--- config.mk ---
export PLATFORM = sky130hd
export DESIGN_NAME = epb_ctrl
export DESIGN_NICKNAME = d
export VERILOG_FILES = /design/src/rtl/epb_pkg.sv /design/src/rtl/epb_ctrl.sv
export VERILOG_INCLUDE_DIRS = /design/src /design/src/rtl
export SDC_FILE = /design/constraint.sdc
export NUM_CORES = 1
export LEC_CHECK = 0
export BUFFER_PORTS_ARGS = -buffer_cell sky130_fd_sc_hd__buf_2
export CORE_ASPECT_RATIO = 0.9
export CORE_UTILIZATION = 30
export DETAILED_ROUTE_END_ITERATION = 12
export GPL_TIMING_DRIVEN = 1
export SLEW_MARGIN = 20
export SYNTH_ARGS = -nofsm -noshare
export SYNTH_HDL_FRONTEND = slang
export SYNTH_SLANG_ARGS = --single-unit
--- constraint.sdc ---
create_clock -name clk -period 1.88 [get_ports clk]
set_clock_uncertainty 0.15 [all_clocks]
set_input_delay 0.282 -clock clk [delete_from_list [all_inputs] [get_ports clk]]
set_output_delay 0.282 -clock clk [all_outputs]
set_load 0.005 [all_outputs]
--- src/rtl/equal_partition_breaker_unit_assert.svh ---
// Assertion macros for the equal partition breaker RTL.
// Each macro expects clk and rst_n in scope of the module that uses it.
`ifndef EQUAL_PARTITION_BREAKER_UNIT_ASSERT_SVH
`define EQUAL_PARTITION_BREAKER_UNIT_ASSERT_SVH

// Same-cycle implication, checked out of reset.
`define EPB_ASSERT_IMP(label, ante, cons, msg) \
    label: assert property (@(posedge clk) disable iff (!rst_n) (ante) |-> (cons)) \
        else $error(msg);

// Next-cycle implication, checked out of reset.
`define EPB_ASSERT_NEXT(label, ante, cons, msg) \
    label: assert property (@(posedge clk) disable iff (!rst_n) (ante) |=> (cons)) \
        else $error(msg);

`endif

--- src/rtl/epb_pkg.sv ---
// Shared constants, command/status structs and a helper function for the
// equal partition breaker. No dependencies.
`default_nettype none

package epb_pkg;

    localparam int MAX_ITEMS = 64;
    localparam int MAX_SUM   = 8192;
    localparam int VALUE_W   = 11;
    localparam int WORD_W    = 64;

    localparam int NUM_WORDS = MAX_SUM / WORD_W;
    localparam int ADDR_W    = $clog2(NUM_WORDS);
    localparam int BIT_W     = $clog2(WORD_W);
    localparam int K_W       = ADDR_W + 1;
    localparam int Q_W       = VALUE_W - BIT_W;
    localparam int BADDR_W   = ((K_W > Q_W) ? K_W : Q_W) + 1;
    localparam int TOTAL_W   = $clog2(MAX_SUM + 1);
    localparam int SUM_W     = ((TOTAL_W > VALUE_W) ? TOTAL_W : VALUE_W) + 1;
    localparam int CNT_W     = $clog2(MAX_ITEMS + 2);
    localparam int TZ_W      = 4;
    localparam int INDEX_W   = 7;

    localparam logic [TZ_W-1:0] TZ_RESET = 4'd15;

    // Controller to datapath.
    typedef struct packed {
        logic           accept;       // take the beat on the item channel
        logic           shift_issue;  // issue one step of the shift-OR sweep
        logic [K_W-1:0] k;            // sweep step, NUM_WORDS down to 0
        logic           query;        // read the word holding half the total
        logic           finish;       // load the result and clear the set
    } epb_cmd_t;

    // Datapath to controller.
    typedef struct packed {
        logic need_shift;  // the offered item updates the reachable sums
        logic item_last;   // the offered item closes the set
        logic out_free;    // the result register can take a new beat
    } epb_status_t;

    // Count of trailing zeros; zero counts as none.
    function automatic logic [TZ_W-1:0] trailing_zeros(input logic [VALUE_W-1:0] v);
        logic [TZ_W-1:0] n;
        n = '0;
        for (int i = VALUE_W - 1; i >= 0; i--) begin
            if (v[i])
            begin
                n = TZ_W'(i);
            end
        end
        return n;
    endfunction

endpackage

`default_nettype wire

--- src/rtl/epb_ctrl.sv ---
// Sequencer for the equal partition breaker: accept, sweep, drain, query, finish.
// Depends on epb_pkg and equal_partition_breaker_unit_assert.svh.
`default_nettype none
`include "equal_partition_breaker_unit_assert.svh"

module epb_ctrl (
    input  wire logic                clk,
    input  wire logic                rst_n,
    input  wire logic                item_valid,
    output logic                     item_stall,
    input  wire epb_pkg::epb_status_t status,
    output epb_pkg::epb_cmd_t        cmd
);

    typedef enum logic [4:0] {
        ST_IDLE   = 5'b00001,
        ST_SHIFT  = 5'b00010,
        ST_DRAIN  = 5'b00100,
        ST_QUERY  = 5'b01000,
        ST_FINISH = 5'b10000
    } state_t;

    state_t                      state_reg, state_next;
    logic [epb_pkg::K_W-1:0]     k_reg, k_next;
    logic                        last_reg, last_next;

    assign item_stall = (state_reg != ST_IDLE);

    always_comb
    begin
        state_next      = state_reg;
        k_next          = k_reg;
        last_next       = last_reg;
        cmd             = '0;
        cmd.k           = k_reg;
        case (state_reg)
            ST_IDLE:
            begin
                if (item_valid)
                begin
                    cmd.accept = 1'b1;
                    last_next  = status.item_last;
                    if (status.need_shift)
                    begin
                        state_next = ST_SHIFT;
                        k_next     = epb_pkg::K_W'(epb_pkg::NUM_WORDS);
                    end
                    else if (status.item_last)
                    begin
                        state_next = ST_QUERY;
                    end
                end
            end
            ST_SHIFT:
            begin
                cmd.shift_issue = 1'b1;
                if (k_reg == '0)
                begin
                    state_next = ST_DRAIN;
                end
                else
                begin
                    k_next = k_reg - 1'b1;
                end
            end
            ST_DRAIN:
            begin
                // let the write of word zero land
                state_next = last_reg ? ST_QUERY : ST_IDLE;
            end
            ST_QUERY:
            begin
                cmd.query  = 1'b1;
                state_next = ST_FINISH;
            end
            ST_FINISH:
            begin
                if (status.out_free)
                begin
                    cmd.finish = 1'b1;
                    state_next = ST_IDLE;
                end
            end
            default:
            begin
                state_next = ST_IDLE;
            end
        endcase
    end

    always_ff @(posedge clk or negedge rst_n)
    begin
        if (!rst_n)
        begin
            state_reg <= ST_IDLE;
            k_reg     <= '0;
            last_reg  <= 1'b0;
        end
        else
        begin
            state_reg <= state_next;
            k_reg     <= k_next;
            last_reg  <= last_next;
        end
    end

    `EPB_ASSERT_NEXT(a_sweep_ends_in_drain, (state_reg == ST_SHIFT) && (k_reg == '0), state_reg == ST_DRAIN, "sweep did not end in drain")
    `EPB_ASSERT_IMP(a_drain_follows_sweep, state_reg == ST_DRAIN, $past(state_reg) == ST_SHIFT, "drain entered without a sweep")
    `EPB_ASSERT_NEXT(a_finish_returns_idle, (state_reg == ST_FINISH) && status.out_free, state_reg == ST_IDLE, "finish did not return to idle")

endmodule

`default_nettype wire

==> flow_metrics.tcl, run 1 <==
set metrics [dict create \
    slew_headroom_pct 76.9 \
    io_buffers 18 \
    global_route.usage.met2_pct 23.1 \
    r2r_end "k_reg[6]$_DFFE_PN0P_" \
    global_route.usage.met1_pct 19.3 \
    via_to_cell_ratio 5.44 \
    groute.usage.overall_pct 14.9 \
    syn-cell-area_um2 823 \
    final.period_utilization_pct 100 \
    first_pass_grt_wire_length_mm 3.24 \
    worstPathArrival_ps 1460 \
    cts.reportedPaths.clkPinSlew_ps 80 \
    count_leader_synth "sky130_fd_sc_hd__dfrtp_1" \
    seq_power_share_pct 55.7 \
    critical_path.cell_chain "nor4_4 > and3_4 > buf_6" \
    drv_cap 0 \
    largest_reg_flops 8 \
    synthesis.area_per_instance_um2 9.57 \
    cts_tree "yes" \
    violated_checks "DRC, setup timing" \
    worst-endpoint-required_ps 1450 \
    core.rowCount 17 \
    gpl.final_weighted_congestion 0.831 \
    peak_clock_frequency_supported_by_timing_mhz 530 \
    cp-end-kind "output pin" \
    synthesis.yosys.warnings 0 \
    global_route.overflow_total 0 \
    postRouteWirelength_mm 2.21 \
    cp.buffers_inverters 1 \
    synth_sequential_area_ratio_pct 42.7 \
    clk_latency_ps 290 \
    worst_path_max_delay_cell "sky130_fd_sc_hd__dfrtp_2" \
    timing.critical_path.depth 3 \
    route.detailed.drc 1 \
    cts.sinks 14 \
    synth_compound_area_share_pct 10.9 \
    worst-r2r-setup-slack_ps 20 \
    post-route-util_pct 49.4 \
    antenna_found_initial 0 \
    final_max_slew_viol_count 0 \
    detailroute.via_count 848 \
    ir_worst_vdd_mv 0.456 \
    post_dp_cell_area_um2 1020 \
    p_sw_uw 115 \
    grt_max_degree 15 \
    rsz_0062_raised_after_global_routing "yes" \
    die-height_um 51.7 \
    nNetsFinal 137 \
    report.final.hold_viol_count 0 \
    worstRegToRegCells 4 \
    synth_xor_xnor_area_share_pct 0 \
    postSynthCellCount 86 \
    basic_gate_share_of_the_synthesized_area_counting_and_or_nand_and_nor_cells_pct 31.2 \
    critical_path.startpoint_type "flip-flop" \
    diodes 0 \
    numCtsBuffers 3 \
    globalRouteMet3Util_pct 5.22 \
    ys_async_sr_fraction_pct 100 \
    synth_top_cells_by_area "sky130_fd_sc_hd__dfrtp_1 (40%), sky130_fd_sc_hd__mux2i_1 (3.6%), sky130_fd_sc_hd__o21ai_0 (3.6%)" \
    top_reg_cell_synth "sky130_fd_sc_hd__dfrtp_1" \
    tightest_slew_ps 343 \
    core_um2 2530 \
    layout-drive-gt1-share_pct 53.9 \
    clock_tree.htree_level_count 1 \
    synth-seq-cells 14 \
    synth_edf_count 0 \
    criticalPathCategory "flip-flop to output pin" \
    die_area_um2 2960 \
    design.portCount 19 \
    run_status "finished, violations left" \
    cts_buffer_depth 2 \
    dpl.hpwl_mm 1.45 \
    cp_max_fo 5 \
    cts-root-buf "sky130_fd_sc_hd__clkbuf_4" \
    synthMuxAreaShare_pct 6.38 \
    most_crowded_layer_after_global_routing "met2" \
    die_w_um 57.2 \
    routedWlPerCell_um 14.2 \
    fin_area_um2 1250 \
    min_path_type "input port to flip-flop" \
    worst_min_path_start "status[1]" \
    timing.final.crit_period_ps 1890 \
    syn_to_final_growth_pct 51.8 \
    setup-violations-final 1 \
    cpPeakStageDelay_ps 470 \
    route.antenna.remaining_nets 0 \
    power.density_nw_per_um2 432 \
    p_int_uw 425 \
    min_delay_path_depth 2 \
    pwr-share-comb_pct 2.9 \
    drt_iter0_markers 16 \
    clkPwrFrac_pct 41.4 \
    synth-adder-area-share_pct 3.04 \
    synth_largest_area_cell "sky130_fd_sc_hd__dfrtp_1" \
    grt_pass1_vias 709 \
    critical_path.reg2reg.startpoint "k_reg[3]$_DFFE_PN0P_" \
    sw_frac_of_total_pct 21.3 \
    dominant_combinational_cell_family_by_area_after_synthesis "simple AND/OR/NAND/NOR gates" \
    final_critical_path_setup_slack_ps -8.18 \
    initial_drt_pass_iterations 8 \
    synth_top_area_share_pct 39.5 \
    timing.critical_path.max_delay_family "simple AND/OR/NAND/NOR gates" \
    cellLeakagePower_uw 0.000574 \
    synth_fp_nets 94 \
    whs_endpoint "last_reg$_DFFE_PN0P_" \
    starting_density_of_the_core_pct 32.5 \
    synth_top_cells_by_count "sky130_fd_sc_hd__dfrtp_1 (13), sky130_fd_sc_hd__nand2_1 (8), sky130_fd_sc_hd__inv_1 (7)" \
    synth.distinct_cells 39 \
]
-- metrics by stage --
step	worst slack [ps]	TNS, ps	cells	hold WS [ps]	power [uW]
finish	-8.18	-8.18	156	82.2	540
global route	-62.5	-334	156	89.3	559
CTS	-69.3	-149	147	81.0	544
detailed placement	-6.67	-6.67	140	49.2	321
global placement	-6.18	-6.18	140	48.3	320
floorplan	-11.5	-11.5	86	-164	308
-- cells in the final DEF (no fill, tap or decap), types with 2 or more instances in the layout --
cell type | netlist | layout
sky130_fd_sc_hd__buf_4 | 1 | 20
sky130_fd_sc_hd__buf_2 | 2 | 16
sky130_fd_sc_hd__dfrtp_1 | 13 | 9
sky130_fd_sc_hd__nand2_1 | 8 | 7
sky130_fd_sc_hd__buf_6 | 0 | 5
sky130_fd_sc_hd__inv_1 | 7 | 4
sky130_fd_sc_hd__o21ai_0 | 6 | 4
sky130_fd_sc_hd__dfrtp_2 | 0 | 4
sky130_fd_sc_hd__nor4_4 | 1 | 3
sky130_fd_sc_hd__inv_2 | 0 | 3
sky130_fd_sc_hd__nor2_1 | 3 | 3
sky130_fd_sc_hd__nor3_1 | 3 | 3
sky130_fd_sc_hd__mux2i_1 | 3 | 3
sky130_fd_sc_hd__clkbuf_4 | 0 | 3
sky130_fd_sc_hd__nand4_1 | 2 | 2
sky130_fd_sc_hd__o31ai_1 | 2 | 2
sky130_fd_sc_hd__o21ai_1 | 0 | 2
sky130_fd_sc_hd__mux2_2 | 2 | 2
sky130_fd_sc_hd__a31oi_1 | 2 | 2
-- cells by family (layout without fill, tap and decap cells) --
logic type | after synthesis | after routing
compound gates | 15 | 15
simple gates | 39 | 39
flops | 14 | 14
mux | 5 | 5
fa+ha+maj | 2 | 2
buf+inv | 11 | 53
-- worst max path at each step --
stage | from | endpoint | slack (ps)
finish | state_reg[3]$_DFFE_PN0P_ | cmd[11] | -8
global route | state_reg[1]$_DFFE_PN0P_ | cmd[11] | -60
CTS | state_reg[4]$_DFFE_PN0P_ | cmd[10] | -70
detailed placement | state_reg[4]$_DFFE_PN0P_ | state_reg[3]$_DFFE_PN0P_ | -7
global placement | state_reg[4]$_DFFE_PN0P_ | state_reg[3]$_DFFE_PN0P_ | -6
floorplan | k_reg[4]$_DFFE_PN0P_ | k_reg[6]$_DFFE_PN0P_ | -10
-- routing by layer --
layer  share of wire (%)  up-vias
met5                   0        -
met4                 2.6        0
met3                 6.7        8
met2                  47       32
met1                  44      406
li1                    -      402
-- power groups by stage --
stage | registers [uW] | logic [uW] | clock network (uW)
floorplan | 307 | 1.35 | 0
global placement | 307 | 13.5 | 0
detailed placement | 307 | 14.1 | 0
CTS | 301 | 15.6 | 227
global route | 301 | 17.8 | 240
finish | 301 | 15.6 | 224
-- final cells by class --
class                           instances  area [um^2]
Fill cell                             220         1280
Multi-Input combinational cell         61          499
Inverter                                7         26.3
Tap cell                               28         35.0
Timing Repair Buffer                   42          297
Sequential cell                        14          357
Clock buffer                            4         36.3
-- repair_timing --
action,in CTS,in global routing
pin swaps,3,4
hold endpoints to repair,13,0
endpoints found under the setup margin,8,14
gates resized for setup,6,20
hold buffers,1,0
setup buffers,2,9
No activity file was read; power rests on OpenSTA's default activity.
==> run 2: changes to the inputs <==
--- a/config.mk
+++ b/config.mk
@@ -7,10 +7,13 @@
 export NUM_CORES = 1
 export LEC_CHECK = 0
 export BUFFER_PORTS_ARGS = -buffer_cell sky130_fd_sc_hd__buf_2
+export CELL_PAD_IN_SITES_DETAIL_PLACEMENT = 0
+export CELL_PAD_IN_SITES_GLOBAL_PLACEMENT = 1
 export CORE_ASPECT_RATIO = 0.9
 export CORE_UTILIZATION = 30
 export DETAILED_ROUTE_END_ITERATION = 12
 export GPL_TIMING_DRIVEN = 1
+export PLACE_DENSITY = 0.67
 export SLEW_MARGIN = 20
 export SYNTH_ARGS = -nofsm -noshare
 export SYNTH_HDL_FRONTEND = slang
==> run 2 against run 1 <==
The flow still finishes with violations (DRC, setup timing). Flip-flop and latch count did not move. Critical path depth rose by 2. Count of clock-buffer cells in the layout did not move. Highest routed layer unchanged. Worst hold slack improved by 3.5 ps. Power fell by 7.6%. Final cell count fell by 0.64%. Fmax fell by 1.6%. Via count fell by 6.3%. Global-route usage rose by 1.5 points.
==> flow_metrics.tcl, run 2 (same netlist as run 1, synthesis figures left out) <==
set metrics [dict create \
    critical_path.startpoint_type "flip-flop" \
    grt_max_degree 15 \
    io_buffers 18 \
    worstPathArrival_ps 1990 \
    criticalPathCategory "flip-flop to flip-flop" \
    cp_max_fo 4 \
    initial_drt_pass_iterations 8 \
    numCtsBuffers 3 \
    design.portCount 19 \
    ir_worst_vdd_mv 0.365 \
    tightest_slew_ps 461 \
    timing.critical_path.from "state_reg[4]$_DFFE_PN0P_" \
    cts_buffer_depth 2 \
    die_area_um2 2960 \
    cellLeakagePower_uw 0.000557 \
    worst-r2r-setup-slack_ps -40 \
    min_path_type "input port to flip-flop" \
    gpl.final_weighted_congestion 0.819 \
    largest_reg_flops 8 \
    nNetsFinal 136 \
    die_w_um 57.2 \
    report.final.hold_viol_count 0 \
    layout-drive-gt1-share_pct 56.7 \
    r2r_end "k_reg[5]$_DFFE_PN0P_" \
    routedWlPerCell_um 13.7 \
    first_pass_grt_wire_length_mm 3.57 \
    cts.reportedPaths.clkPinSlew_ps 90 \
    num-fill-cells 247 \
    slew_headroom_pct 69.1 \
    grt_pass1_vias 775 \
    cts_tree "yes" \
    cp-end-kind "flip-flop" \
    setup-violations-final 3 \
    violated_checks "DRC, setup timing" \
    clk_latency_ps 290 \
    via_to_cell_ratio 5.13 \
    critical_path.reg2reg.startpoint "state_reg[4]$_DFFE_PN0P_" \
    die-height_um 51.7 \
    postRouteWirelength_mm 2.13 \
    antenna_found_initial 0 \
    clock_tree.htree_level_count 1 \
    global_route.overflow_total 0 \
    final_cell_mix "sky130_fd_sc_hd__buf_4 (19), sky130_fd_sc_hd__buf_2 (15), sky130_fd_sc_hd__dfrtp_1 (9)" \
    groute.usage.overall_pct 16.4 \
    route.detailed.drc 2 \
    route.antenna.remaining_nets 0 \
    cts-root-buf "sky130_fd_sc_hd__clkbuf_4" \
    detailroute.via_count 795 \
    power.density_nw_per_um2 393 \
    syn_to_final_growth_pct 54.3 \
    timing.final.crit_period_ps 1920 \
    final.period_utilization_pct 102 \
    crit_end "k_reg[5]$_DFFE_PN0P_" \
    dpl.hpwl_mm 1.46 \
    post-route-util_pct 50.2 \
    peak_clock_frequency_supported_by_timing_mhz 521 \
    final_max_slew_viol_count 0 \
    starting_density_of_the_core_pct 32.5 \
    core_um2 2530 \
    run_status "finished, violations left" \
    drt_iter0_markers 13 \
    cts.sinks 14 \
    most_common_library_cell_in_the_layout_ignoring_fill_and_taps "sky130_fd_sc_hd__buf_4" \
    worst-endpoint-required_ps 1950 \
    min_delay_path_depth 2 \
    diodes 0 \
    rsz_0062_raised_after_global_routing "yes" \
    drv_cap 0 \
    total_power_uw 499 \
    final_critical_path_setup_slack_ps -39.8 \
    core.rowCount 17 \
    worstRegToRegCells 5 \
]
==> run 2: layout make-up <==
type / count / area, um^2 / share of cell area, %
sequential: 14 / 357 / 28.1
multi-input combinational: 61 / 531 / 41.8
inverter: 7 / 26.3 / 2.07
timing repair buffer: 41 / 295 / 23.3
tap: 28 / 35.0 / 2.76
clock buffer: 4 / 26.3 / 2.07
==> run 2: timing repair <==
item | in CTS | in global routing
resized for setup | 11 | 24
pin swaps | 2 | 9
hold endpoints to repair | 13 | 0
hold buffers | 1 | 0
endpoints found under the setup margin | 6 | 14
setup buffers | 4 | 6
gates cloned | 0 | 0
==> run 2: report_power, final <==
group          switching [uW]  leakage (uW)  internal, uW
Clock                     101     0.0000150          82.6
Sequential                  0      0.000162           301
Combinational            9.21      0.000380          5.89
==> run 2: worst min-delay path by stage <==
stage	startpoint	slack, ps	to
finish	status[1]	90	last_reg$_DFFE_PN0P_
global route	status[1]	90	last_reg$_DFFE_PN0P_
CTS	status[1]	90	last_reg$_DFFE_PN0P_
detailed placement	rst_n	50	k_reg[6]$_DFFE_PN0P_
global placement	rst_n	50	k_reg[6]$_DFFE_PN0P_
floorplan	rst_n	-160	k_reg[0]$_DFFE_PN0P_
==> run 2: per-stage QoR <==
step | cells | setup WS (ps) | hold WS [ps] | setup TNS, ps | cell area (um^2)
floorplan | 86 | -11.5 | -164 | -11.5 | 826
global placement | 141 | 1.53 | 53.2 | 0 | 1030
detailed placement | 141 | -56.1 | 46.6 | -56.1 | 1030
CTS | 150 | -23.5 | 89.5 | -60.4 | 1140
global route | 155 | -112 | 88.6 | -537 | 1270
finish | 155 | -39.8 | 85.7 | -84.9 | 1270
==> run 2: critical path, stage by stage (launching register included) <==
cell,delay (ps)
sky130_fd_sc_hd__dfrtp_2,470
sky130_fd_sc_hd__nor4_4,330
sky130_fd_sc_hd__buf_4,180
sky130_fd_sc_hd__nand3_4,60
sky130_fd_sc_hd__or4b_4,530
sky130_fd_sc_hd__a21oi_2,130
==> run 2: layer usage <==
layer	part of all wire [%]	wire [um]	vias up	track usage (%)
li1	-	-	399	-
met1	46	981	380	20.8
met2	49	1050	11	26.9
met3	3.4	72	5	4.48
met4	1.2	26	0	6.10
met5	0	0	-	0
==> run 3: changes to the inputs <==
==> constraint.sdc (replaced) <==
create_clock -name clk -period 1.88 [get_ports clk]
set_clock_uncertainty 0.15 [all_clocks]
set_input_delay 0.094 -clock clk [delete_from_list [all_inputs] [get_ports clk]]
set_output_delay 0.094 -clock clk [all_outputs]
set_load 0.005 [all_outputs]
==> run 3 against run 2 <==
The flow finishes with violations (DRC). Utilization shrank 4.8 points. Global-route usage shrank 1.6 points. Worst setup slack better by 63 ps. Die area unchanged. Fmax increased by 3.4%. Via count decreased by 2.8%. Clock power about the same. Flip-flop and latch count unchanged. Power is 0.40% higher. Register-to-register slack improved by 60 ps. First-iteration DRC count increased by 130%. Critical path type unchanged. Critical endpoint is now k_reg[6]$_DFFE_PN0P_. Highest routed layer unchanged.
==> flow_metrics.tcl, run 3 (same netlist as run 1, synthesis figures left out) <==
set metrics [dict create \
    largest_reg_flops 8 \
    grt_pass1_vias 716 \
    final_max_slew_viol_count 0 \
    design.portCount 19 \
    route.antenna.remaining_nets 0 \
    gpl.final_weighted_congestion 0.826 \
    tightest_slew_ps 321 \
    clk_latency_ps 290 \
    die_area_um2 2960 \
    timing.final.crit_period_ps 1860 \
    rsz_0062_raised_after_global_routing "yes" \
    criticalPathCategory "flip-flop to flip-flop" \
    route.detailed.drc 3 \
    antenna_found_initial 0 \
    cts-root-buf "sky130_fd_sc_hd__clkbuf_4" \
    via_to_cell_ratio 5.15 \
    total_power_uw 501 \
    io_buffers 18 \
    fin_area_um2 1150 \
    cts_tree "yes" \
    detailroute.via_count 773 \
    routedWlPerCell_um 12.8 \
    cellLeakagePower_uw 0.000527 \
    initial_drt_pass_iterations 8 \
    cp-end-kind "flip-flop" \
    run_status "finished, violations left" \
    cts.reportedPaths.clkPinSlew_ps 80 \
    layout-drive-gt1-share_pct 45.9 \
    min_path_type "input port to flip-flop" \
    slew_headroom_pct 78.4 \
    first_pass_grt_wire_length_mm 3.30 \
    numCtsBuffers 3 \
    critical_path.startpoint_type "flip-flop" \
    diodes 0 \
    cp_max_fo 2 \
    groute.usage.overall_pct 14.8 \
    dpl.hpwl_mm 1.45 \
    worst-endpoint-required_ps 1900 \
    cts_buffer_depth 2 \
    global_route.overflow_total 0 \
    postRouteWirelength_mm 1.91 \
    report.final.hold_viol_count 0 \
    num-fill-cells 254 \
    core.rowCount 17 \
    setup-violations-final 0 \
    starting_density_of_the_core_pct 32.5 \
    ir_worst_vdd_mv 0.457 \
    grt_max_degree 15 \
    core_um2 2530 \
    violated_checks "DRC" \
    final_cell_mix "sky130_fd_sc_hd__buf_2 (18), sky130_fd_sc_hd__buf_4 (15), sky130_fd_sc_hd__dfrtp_1 (13)" \
    clock_tree.htree_level_count 1 \
    drt_iter0_markers 30 \
    peak_clock_frequency_supported_by_timing_mhz 538 \
    nNetsFinal 131 \
    syn_to_final_growth_pct 39.5 \
    final.period_utilization_pct 98.8 \
    power.density_nw_per_um2 436 \
    cts.sinks 14 \
    post_dp_cell_area_um2 1030 \
    worstPathArrival_ps 1880 \
    die_w_um 57.2 \
    die-height_um 51.7 \
    drv_cap 0 \
    most_common_library_cell_in_the_layout_ignoring_fill_and_taps "sky130_fd_sc_hd__buf_2" \
]
[run 3: changes by cell type in the layout (fill, tap and decap cells not counted), sizes merged]
| cell | change |
|---|---|
| buf | -7 |
| dlygate4sd3 | +2 |
[run 3: final timing paths]
| path | from | to | slack, ps | depth (start not counted) |
|---|---|---|---|---|
| min reg2reg | last_reg$_DFFE_PN0P_ | last_reg$_DFFE_PN0P_ | 380 | 1 |
| min in group asynchronous | rst_n | k_reg[2]$_DFFE_PN0P_ | 80 | 2 |
| min | item_valid | state_reg[0]$_DFFE_PN1P_ | 30 | 4 |
| max | k_reg[3]$_DFFE_PN0P_ | k_reg[6]$_DFFE_PN0P_ | 20 | 4 |
| max reg2reg | k_reg[3]$_DFFE_PN0P_ | k_reg[6]$_DFFE_PN0P_ | 20 | 4 |
| max in group asynchronous | rst_n | state_reg[0]$_DFFE_PN1P_ | 1200 | 2 |
[run 3: critical path, stage by stage (launching register included)]
cell and delay, ps:
sky130_fd_sc_hd__dfrtp_1 380, sky130_fd_sc_hd__or2_1 230, sky130_fd_sc_hd__or4_1 510, sky130_fd_sc_hd__or3_4 340
sky130_fd_sc_hd__mux2i_1 120
[run 3: layout make-up]
cell class                      instances  area (um^2)  share of cell area (%)
Multi-Input combinational cell         61          477                    41.5
Tap cell                               28         35.0                    3.05
Sequential cell                        14          352                    30.6
Inverter                                7         26.3                    2.29
Clock buffer                            4         26.3                    2.29
Timing Repair Buffer                   36          233                    20.3
[run 3: what timing repair did]
| action | CTS | global route |
|---|---|---|
| pin swaps | 1 | 5 |
| setup endpoints to repair | 1 | 16 |
| hold buffers | 3 | 0 |
| buffers inserted | 1 | 1 |
| hold endpoints to repair | 16 | 0 |
| resized for setup | 0 | 14 |
[run 3: per-layer routing]
metal	routed length [um]	share of wire, %	global-route usage [%]	vias to the layer above
li1	-	-	-	389
met1	960	50	20.6	362
met2	845	44	22.0	17
met3	82	4.3	4.48	5
met4	26	1.4	4.88	0
met5	0	0	0	-
[run 3: per-stage QoR]
| stage | instances | setup WS (ps) | TNS (ps) | util, % | hold WS, ps |
|---|---|---|---|---|---|
| floorplan | 86 | -11.5 | -11.5 | - | -352 |
| global placement | 141 | -1.73 | -1.73 | 40.6 | -139 |
| detailed placement | 141 | -46.4 | -46.4 | 40.6 | -130 |
| CTS | 149 | 5.71 | 0 | 43.1 | 23.4 |
| global route | 150 | -18.4 | -18.4 | 45.4 | 79.0 |
| finish | 150 | 22.8 | 0 | 45.4 | 25.2 |
[run 3: report_power, final]
part           leakage, uW  switching, uW  internal [uW]  total (uW)
combinational     0.000345           9.93           8.58        18.5
clock            0.0000150           99.2           82.6         182
sequential        0.000167              0            301         301
total             0.000527            109            392         501
